**config.mk**
```make
export PLATFORM = sky130hd
export DESIGN_NAME = tdrs_cell
export DESIGN_NICKNAME = d
export VERILOG_FILES = /design/src/sv/tdrs_pkg.sv /design/src/sv/tdrs_cell.sv
export SDC_FILE = /design/constraint.sdc
export NUM_CORES = 1
export LEC_CHECK = 0
export BUFFER_PORTS_ARGS = -buffer_cell sky130_fd_sc_hd__buf_4
export CAP_MARGIN = 5
export CORE_ASPECT_RATIO = 1.2
export CORE_MARGIN = 2
export CORE_UTILIZATION = 38
export CTS_BUF_LIST = sky130_fd_sc_hd__clkbuf_8
export CTS_CLUSTER_DIAMETER = 80
export DETAILED_ROUTE_END_ITERATION = 16
export GPL_TIMING_DRIVEN = 0
export PLACE_DENSITY = 0.87
export RECOVER_POWER = 100
export SYNTH_ARGS = -nofsm -noshare
export SYNTH_HDL_FRONTEND = slang
export SYNTH_SLANG_ARGS = --single-unit
export TNS_END_PERCENT = 5
```
**constraint.sdc**
```tcl
create_clock -name clk_i -period 4.1 [get_ports clk_i]
set_input_delay 0.205 -clock clk_i [delete_from_list [all_inputs] [get_ports clk_i]]
set_output_delay 0.205 -clock clk_i [all_outputs]
set_load 0.02 [all_outputs]
```
**src/sv/tdrs_pkg.sv**
```systemverilog
// ----------------------------------------------------------------------------
// Time of day record sorter package
// Record and key types, cell control struct, controller states, key function.
// ----------------------------------------------------------------------------
`default_nettype none

package tdrs_pkg;

  localparam int unsigned HourW = 5;
  localparam int unsigned MinW  = 6;
  localparam int unsigned TagW  = 16;
  localparam int unsigned KeyW  = 11;  // 31*60+63 = 1923 fits

  typedef logic [KeyW-1:0] key_t;

  typedef struct packed {
    logic [HourW-1:0] s_hour;
    logic [MinW-1:0]  s_min;
    logic [HourW-1:0] e_hour;
    logic [MinW-1:0]  e_min;
    logic [TagW-1:0]  tag;
  } rec_t;

  typedef struct packed {
    logic load;   // insert the broadcast request
    logic shift;  // move every record one cell towards the output
  } cell_ctrl_t;

  typedef enum logic {
    ST_LOAD,
    ST_DRAIN
  } state_e;

  // Start time in minutes: hour*60 + minute, as hour*64 - hour*4 + minute
  function automatic key_t key_of(input logic [HourW-1:0] hour,
                                  input logic [MinW-1:0] minute);
    key_t h;
    h = KeyW'(hour);
    return (h << 6) - (h << 2) + KeyW'(minute);
  endfunction

endpackage

`default_nettype wire

```
**src/sv/tdrs_cell.sv**
```systemverilog
// ----------------------------------------------------------------------------
// Sorting cell
// Holds one record and its key; makes room for a smaller incoming record
// by taking its left neighbour, and shifts left while the list drains.
// ----------------------------------------------------------------------------
`default_nettype none

module tdrs_cell (
  input  wire                  clk_i,
  input  wire                  rst_ni,
  input  tdrs_pkg::cell_ctrl_t ctrl_i,
  input  tdrs_pkg::rec_t       new_rec_i,
  input  tdrs_pkg::key_t       new_key_i,
  input  wire                  left_gt_i,
  input  tdrs_pkg::rec_t       left_rec_i,
  input  tdrs_pkg::key_t       left_key_i,
  input  wire                  left_valid_i,
  input  tdrs_pkg::rec_t       right_rec_i,
  input  tdrs_pkg::key_t       right_key_i,
  input  wire                  right_valid_i,
  output logic                 gt_o,
  output tdrs_pkg::rec_t       rec_o,
  output tdrs_pkg::key_t       key_o,
  output logic                 valid_o
);
  import tdrs_pkg::*;

  rec_t rec_q, rec_d;
  key_t key_q, key_d;
  logic valid_q, valid_d;

  // Strict compare: an equal key stays ahead of the newcomer
  assign gt_o = !valid_q || (key_q > new_key_i);

  // Select the next content of the cell
  always_comb begin
    rec_d   = rec_q;
    key_d   = key_q;
    valid_d = valid_q;
    if (ctrl_i.shift) begin
      rec_d   = right_rec_i;
      key_d   = right_key_i;
      valid_d = right_valid_i;
    end else if (ctrl_i.load && gt_o) begin
      if (left_gt_i) begin
        rec_d   = left_rec_i;
        key_d   = left_key_i;
        valid_d = left_valid_i;
      end else begin
        rec_d   = new_rec_i;
        key_d   = new_key_i;
        valid_d = 1'b1;
      end
    end
  end

  // Hold the valid flag; reset clears it
  always_ff @(posedge clk_i or negedge rst_ni) begin
    if (!rst_ni) begin
      valid_q <= 1'b0;
    end else begin
      valid_q <= valid_d;
    end
  end

  // Hold the payload
  always_ff @(posedge clk_i) begin
    rec_q <= rec_d;
    key_q <= key_d;
  end

  assign rec_o   = rec_q;
  assign key_o   = key_q;
  assign valid_o = valid_q;

endmodule

`default_nettype wire

```
==> results of run 1 <==
area by class of cell:
type                    instances  area, sq um
multi-input cells             182         1230
inverters                      13         48.8
clock inverters                 3         40.0
repair buffers                204         1370
fillers                       626         2820
plain buffers                  17         86.3
flip-flops and latches         50         1500
well taps                      90          113
clock buffers                   5         68.8
registers in the layout, summed over array words and instances (netlist names):
signal / cells
rec_o: 38
key_o: 11
valid_o: 1
what timing repair did:
item,in CTS,in global routing
hold buffers,1,0
endpoints found under the hold margin,1,0
setup endpoints to repair,0,0
synthesized netlist by cell type, drive strengths merged:
cell type / count / area share, %
o21ai: 53 / 9.2
nand2: 50 / 6.5
edfxtp: 49 / 51
mux2i: 49 / 17
inv: 13 / 1.7
ha: 11 / 4.8
clkbuf: 9 / 1.2
buf: 8 / 1.9
a21oi: 3 / 0.92
a211oi: 2 / 0.87
nand4: 2 / 0.44
nor2: 2 / 0.26
a2111oi: 1 / 0.52
and3b: 1 / 0.31
and4: 1 / 0.31
dfrtp: 1 / 0.87
nand2b: 1 / 0.22
nand3: 1 / 0.17
nand3b: 1 / 0.26
nor3: 1 / 0.17
o221ai: 1 / 0.31
o22a: 1 / 0.31
o31a: 1 / 0.31
final timing paths:
kind | endpoint | startpoint | depth (start not counted)
hold / removal | rec_o[5]$_DFFE_PP_ | right_rec_i[5] | 3
setup reg to reg | rec_o[34]$_DFFE_PP_ | key_o[8]$_DFFE_PP_ | 6
max in group asynchronous | valid_o$_DFFE_PN0P_ | rst_ni | 2
setup / recovery | rec_o[34]$_DFFE_PP_ | key_o[8]$_DFFE_PP_ | 6
min in group asynchronous | valid_o$_DFFE_PN0P_ | rst_ni | 2
hold reg to reg | valid_o$_DFFE_PN0P_ | valid_o$_DFFE_PN0P_ | 2
routing by layer:
metal  wire length (um)  track usage [%]  vias to the layer above
met5                  0                0                        -
met4                141             5.55                        0
met3                676             6.14                       14
met2               4890             42.0                      136
met1               3000             20.1                     1287
li1                   -                -                     1371
through the flow:
step	power, uW	instances	hold WS [ps]	area (sq um)
after floorplan	894	262	-90.6	2880
after global placement	1130	554	-15.8	4500
after detailed placement	1150	555	-15.8	4540
after CTS	1500	564	171	4660
after global routing	1500	564	170	4450
final	1430	564	179	4450
critical path, stage by stage, from the launching register on:
cell and delay (ps):
edfxtp_1 440, ha_1 340, nand4_1 150, a211oi_1 310, a2111oi_2 120, o221ai_2 1180, buf_16 270
power by group through the flow:
stage | logic [uW] | registers (uW) | clock network, uW
after global routing | 458 | 672 | 371
after detailed placement | 477 | 677 | 0
final | 422 | 664 | 344
after global placement | 455 | 676 | 0
after floorplan | 139 | 756 | 0
after CTS | 480 | 666 | 353
placed cells by master (no fill, tap or decap), types with 2 or more instances in the layout:
cell,count
buf_4,152
inv_1,13
buf_2,3
clkinv_2,2
edfxtp_1,49
clkbuf_8,5
nor2_1,2
a21oi_2,3
a211oi_1,2
nand4_1,2
mux2i_1,49
nand2_1,50
buf_6,2
ha_1,11
o21ai_0,52
clkbuf_1,61
logic make-up (layout without fill, tap and decap cells):
| logic type | Yosys count | after routing | share of synthesized area (%) |
|---|---|---|---|
| compound gates | 62 | 62 | 12.5 |
| mux | 49 | 49 | 17.1 |
| flops | 50 | 50 | 52.2 |
| buf+inv | 30 | 242 | 4.80 |
| simple gates | 60 | 60 | 8.68 |
| fa+ha+maj | 11 | 11 | 4.80 |
==> impl_results.md, run 1 <==
* Worst setup EP type: flip-flop
* Row cnt at 34
* Comb pwr share at 29.5%
* CTS buffer count at 5
* Startpoint types: flip-flop
* Final Cycle Share at 76.0%
* Sequential share of power at 46.4%
* Root Driver: clkbuf_8
* Worst-case clock buffer depth at 2
* Pwr/cell area at between 300 and 400 nW/um^2
* Fmax at 321 MHz
* Clk pin slew, worst setup/hold paths at around 90 ps
* Global-route wire length before repair at ~14 mm
* Required time of the critical path at 4100 ps
* Switching Fraction at a little under 30%
* Routability Congestion at approximately 0.8
* Initial DRC count at 69
* RSZ-0062 raised after global routing: no
* Arrival time at the worst endpoint at roughly 3100 ps
* Setup violations, final at 0
* Post-synthesis register bit count at 50
* Clock Power Share at between 20% and 30%
* Die ar. at 8260 sq um
* Sw power at around 420 uW
* Syn avg cell area at 11.0 sq um
* Failing checks: max-capacitance violations, max-slew violations
* R2r setup slk at 980 ps
* DRT antenna net count at 0
* Ant. Diodes at 0
* Vias in the first global route at 2,957
* Pre-CTS setup slack at 1430 ps
* Cell Int Power at 1010 uW
* Chip Width at 83.3 um
* GRT Total Usage at roughly a fifth
* Clock Latency Late Sink at 300 ps
* Post CTS Setup Buffer Count at 0
* Netlist cell types at 26
* Initial Util at between 30% and 40%
* Die Ht at 99.2 um
* CTS tree: done
* Max VDD drop at a little under 200 uV
* Status: finished with violations
* Post-Synthesis Cells at between 200 and 300
* Slew Limit Fails at 24
* Mapped Area at 2870 sq um
* Util after Layout at 61.2%
* # IOs at 205
* Seq/Total Area, Yosys at between 50% and 60%
* Final setup margin at 984 ps
* Initial antenna violation count at 0
* Max-Cap Viols at 1
* Ys Warns at 0
* Layout area overhead at 55.1%
* Kind of critical path: reg2reg
* WL/cell at 15.4 um
* Syn nets at 427
* Static leakage at about 0.0021 uW
* Endpoints failing hold at 0
* GR Overflow Total at 0
* # resized after CTS at 0
* CTS Sinks at 50
* Critical Path Fanout Max at 25
* IO Port Bufs at 202
* Core area at 7270 sq um
* Largest net degree at the start of global routing at 26
* Final net count at 638
* Slew @ Worst Pin at 1530 ps
* Vias/cell at 4.98
* Total Wirelength at around 8.7 mm
* Min-Delay Path Class: in2reg
* DR DRC count at 0
* H-tree depth at 2
* Final setup TNS at 0 ps
* Slew headroom at -1.86%
* Layout cells sized above 1 at between 30% and 40%
* Tmin final at 3120 ps
* Clk_skew at 7.31 ps
* DP HPWL at around 7 mm
* DR vias at 2,808
* Drt pass-1 iters at 4
Power figures use the tool's default switching activity.
==> inputs of run 2 (changes only) <==
--- a/config.mk
+++ b/config.mk
@@ -5,6 +5,7 @@
 export SDC_FILE = /design/constraint.sdc
 export NUM_CORES = 1
 export LEC_CHECK = 0
+export ABC_AREA = 1
 export BUFFER_PORTS_ARGS = -buffer_cell sky130_fd_sc_hd__buf_4
 export CAP_MARGIN = 5
 export CORE_ASPECT_RATIO = 1.2
@@ -14,7 +15,7 @@
 export CTS_CLUSTER_DIAMETER = 80
 export DETAILED_ROUTE_END_ITERATION = 16
 export GPL_TIMING_DRIVEN = 0
-export PLACE_DENSITY = 0.87
+export PLACE_DENSITY = 0.88
 export RECOVER_POWER = 100
 export SYNTH_ARGS = -nofsm -noshare
 export SYNTH_HDL_FRONTEND = slang
==> constraint.sdc (replaced) <==
create_clock -name clk_i -period 2.6 [get_ports clk_i]
set_input_delay 0.13 -clock clk_i [delete_from_list [all_inputs] [get_ports clk_i]]
set_output_delay 0.13 -clock clk_i [all_outputs]
set_load 0.02 [all_outputs]
==> impl_results.md, run 2 <==
* Status: finished clean
* Ant. Diodes at 0 (unchanged)
* Largest net degree at the start of global routing at 51 (+96%)
* Root Driver: clkbuf_8
* Post CTS Setup Buffer Count at 0 (unchanged)
* Clk_skew at 12.7 ps (+5.44 ps)
* Worst-case clock buffer depth at 2 (unchanged)
* Synth Flop Type: edfxtp_1
* Layout area overhead at 53.5%
* Setup violations, final at 0 (unchanged)
* Static leakage at 0.00202 uW (-2.6%)
* # IOs at 205 (unchanged)
* DRT antenna net count at 0 (unchanged)
* Syn nets at 500 (+17%)
* Top cell type by total area after synthesis: edfxtp_1
* Largest family of logic cells by synthesized area: compound AO/OA/AOI/OAI gates
* Compound-gate portion of the synthesized area at 17.9% (+5.4 points)
* Row cnt at 34 (unchanged)
* Global-route wire length before repair at 14.7 mm (+7.3%)
* Kind of critical path: reg2reg
* Clock Latency Late Sink at 300 ps (about the same)
* Total Wirelength at 9.53 mm (+9.4%)
* DR DRC count at 0 (unchanged)
* Ys Warns at 0 (unchanged)
* Tmin final at 2270 ps (-847 ps)
* Met1 Use GR at 23.3% (+3.1 points)
* Proportion of synthesized area in mux cells at 0% (-17 points)
* CTS Sinks at 50 (unchanged)
* WHS at 130 ps (-49.6 ps)
* Post-synthesis register bit count at 50 (unchanged)
* Pwr/cell area at 477 nW/um^2 (+48%)
* Max reg flops at 38 (unchanged)
* IO Port Bufs at 202 (unchanged)
* Syn avg cell area at 8.51 sq um (-22%)
* RSZ-0062 raised after global routing: no
* Area contributors post-synth: edfxtp_1, a21oi_1, nand2_1
* Sequential share of power at 49.1% (+2.7 points)
* Layout cells sized above 1 at 31.1% (-5.2 points)
* Buf+Inv Stages, Crit Path at 2 (+1)
* Seq/Total Area, Yosys at 52.5% (+0.34 points)
* Async SR Flop Fraction at 2.00% (unchanged)
* Crit path cell chain: ha_1, nand2_1, inv_2, nand2_1, inv_1, nand2_1, nand3_1, nand2_1, nand2_2, nand2_1, nand2_4
* Slew @ Worst Pin at 662 ps (-866 ps)
* Slew headroom at 55.9% (+58 points)
* Arrival time at the worst endpoint at 2200 ps (-920 ps)
* Post-synth top area share at 51.6% (+0.34 points)
* Number of synthesized flops with an enable pin at 49 (unchanged)
* Slew Limit Fails at 0 (-100%)
* Startpoint types: flip-flop
* Vias/cell at 5.10 (+2.4%)
* Clock Power Share at 20.5% (-3.6 points)
* Initial Util at 39.2% (-0.26 points)
* Required time of the critical path at 2530 ps (-1570 ps)
* Core area at 7270 sq um (unchanged)
* Final Cycle Share at 87.3% (+11 points)
* Gr busiest metal: met2
* Placed cells at 627 (+13%)
* Switching Fraction at 30.9% (+1.3 points)
* WL/cell at 15.0 um (-3.0%)
* Top delay family on crit path: simple AND/OR/NAND/NOR gates
* Max-Cap Viols at 0 (-1)
* Mapped Area at 2850 sq um (-0.65%)
* Post-synth top cells: a21oi_1, nand2_1, edfxtp_1, nor2_1, inv_1
* Commonest non-fill, non-tap cells in the layout: buf_4, a21oi_1, nand2_1
* Worst setup EP type: flip-flop
* CTS buffer count at 5 (unchanged)
* CTS tree: done
* Critical Path Slowest Stage Cell: nand2_4
* Fmax at 441 MHz (+37%)
* Max VDD drop at 284 uV (+44%)
* Die Ht at 98.9 um (-0.32%)
* Min-Delay Path Class: in2reg
* Final net count at 710 (+11%)
* Die ar. at 8210 sq um (-0.63%)
* Critical Path Fanout Max at 50 (+100%)
* Endpoints failing hold at 0 (unchanged)
* Worst path max stage delay at 510 ps (-670 ps)
* GR Overflow Total at 0 (unchanged)
* Post-synthesis adder-cell area fraction at 4.83% (+0.032 points)
* GRT met2 Usage at 42.0% (unchanged)
* Post-Synth XOR/XNOR Area at 0% (unchanged)
* Post-Synthesis Cells at 335 (+28%)
* H-tree depth at 2 (unchanged)
* Count leader, synth: a21oi_1
* CP dominant cell by count: nand2_1
* Netlist cell types at 20 (-23%)
* R2r setup slk at 330 ps (-650 ps)
* Synth Area in Simple Gates at 17.8% (+9.1 points)
* GRT Total Usage at 22.3% (+1.6 points)
* Chip Width at 83.1 um (-0.31%)
* Clk pin slew, worst setup/hold paths at 90 ps (about the same)
* Final setup TNS at 0 ps (unchanged)
* DP HPWL at 7.50 mm (+7.3%)
* Fin cells at 636 (+13%)
* Initial antenna violation count at 0 (unchanged)
* Vias in the first global route at 3,204 (+8.4%)
* Cell Int Power at 1440 uW (+43%)
* Most common cell after layout, fill and taps aside: buf_4
* Drt pass-1 iters at 4 (unchanged)
* Comb pwr share at 30.4% (+0.9 points)
* Initial DRC count at 168 (+140%)
* Met3 track demand over resource at 6.87% (+0.73 points)
* Sw power at 644 uW (+52%)
* DR vias at 3,243 (+15%)
* Routability Congestion at 0.879 (+9.2%)
==> run 2: cells by family (layout without fill, tap and decap cells) <==
kind of cell,count (synthesis),count (layout)
AND/OR/NAND/NOR,129,129
AO/OA/AOI/OAI,102,102
flip-flops,50,50
buffers and inverters,43,254
adder cells (fa/ha/maj),11,11
==> run 2: cell type report <==
type / count / area [sq um]
buffer: 22 / 108
clock buffer: 5 / 68.8
clock inverter: 3 / 11.3
fill: 695 / 2900
inverter: 21 / 86.3
multi-input combinational: 242 / 1160
sequential: 50 / 1500
tap: 90 / 113
timing repair buffer: 203 / 1340
==> run 2: worst register-to-register path, delay by kind of cell, from the launching register on <==
| kind | cells | cell delay, ps |
|---|---|---|
| flip-flops | 1 | 400 |
| buffers and inverters | 2 | 140 |
| adder cells (fa/ha/maj) | 1 | 320 |
| AND/OR/NAND/NOR | 8 | 1030 |
==> run 2: stage by stage <==
step	utilization (%)	worst slack, ps	instance area (sq um)	power, uW
2_1_floorplan	-	194	2850	1370
4_1_cts	62.8	0.00200	4570	2180
3_5_place_dp	61.6	20.2	4480	1750
3_3_place_gp	61.6	123	4480	1730
5_1_grt	60.1	129	4370	2200
6_report	60.1	331	4370	2090
==> run 2: what timing repair did <==
action	in CTS	in global routing
hold buffers	1	0
endpoints found under the setup margin	0	50
hold endpoints to repair	1	0
resized for setup	0	1
==> run 2: power by group through the flow <==
stage	registers, uW	logic (uW)	clock network, uW
floorplan	1150	216	0
global placement	1040	684	0
detailed placement	1050	705	0
CTS	1030	709	440
global route	1030	693	473
finish	1020	634	428
==> run 2: final timing paths <==
check / to / startpoint / depth (start not counted)
setup / recovery: rec_o[2]$_DFFE_PP_ / key_o[10]$_DFFE_PP_ / 11
hold / removal: valid_o$_DFFE_PN0P_ / right_valid_i / 5
setup reg to reg: rec_o[2]$_DFFE_PP_ / key_o[10]$_DFFE_PP_ / 11
hold reg to reg: valid_o$_DFFE_PN0P_ / valid_o$_DFFE_PN0P_ / 2
max in group asynchronous: valid_o$_DFFE_PN0P_ / rst_ni / 2
min in group asynchronous: valid_o$_DFFE_PN0P_ / rst_ni / 2
==> run 2: routing by layer <==
metal | part of all wire (%) | wire, um
met5 | 0 | 0
met4 | 2.0 | 189
met3 | 8.3 | 795
met2 | 54 | 5190
met1 | 35 | 3360
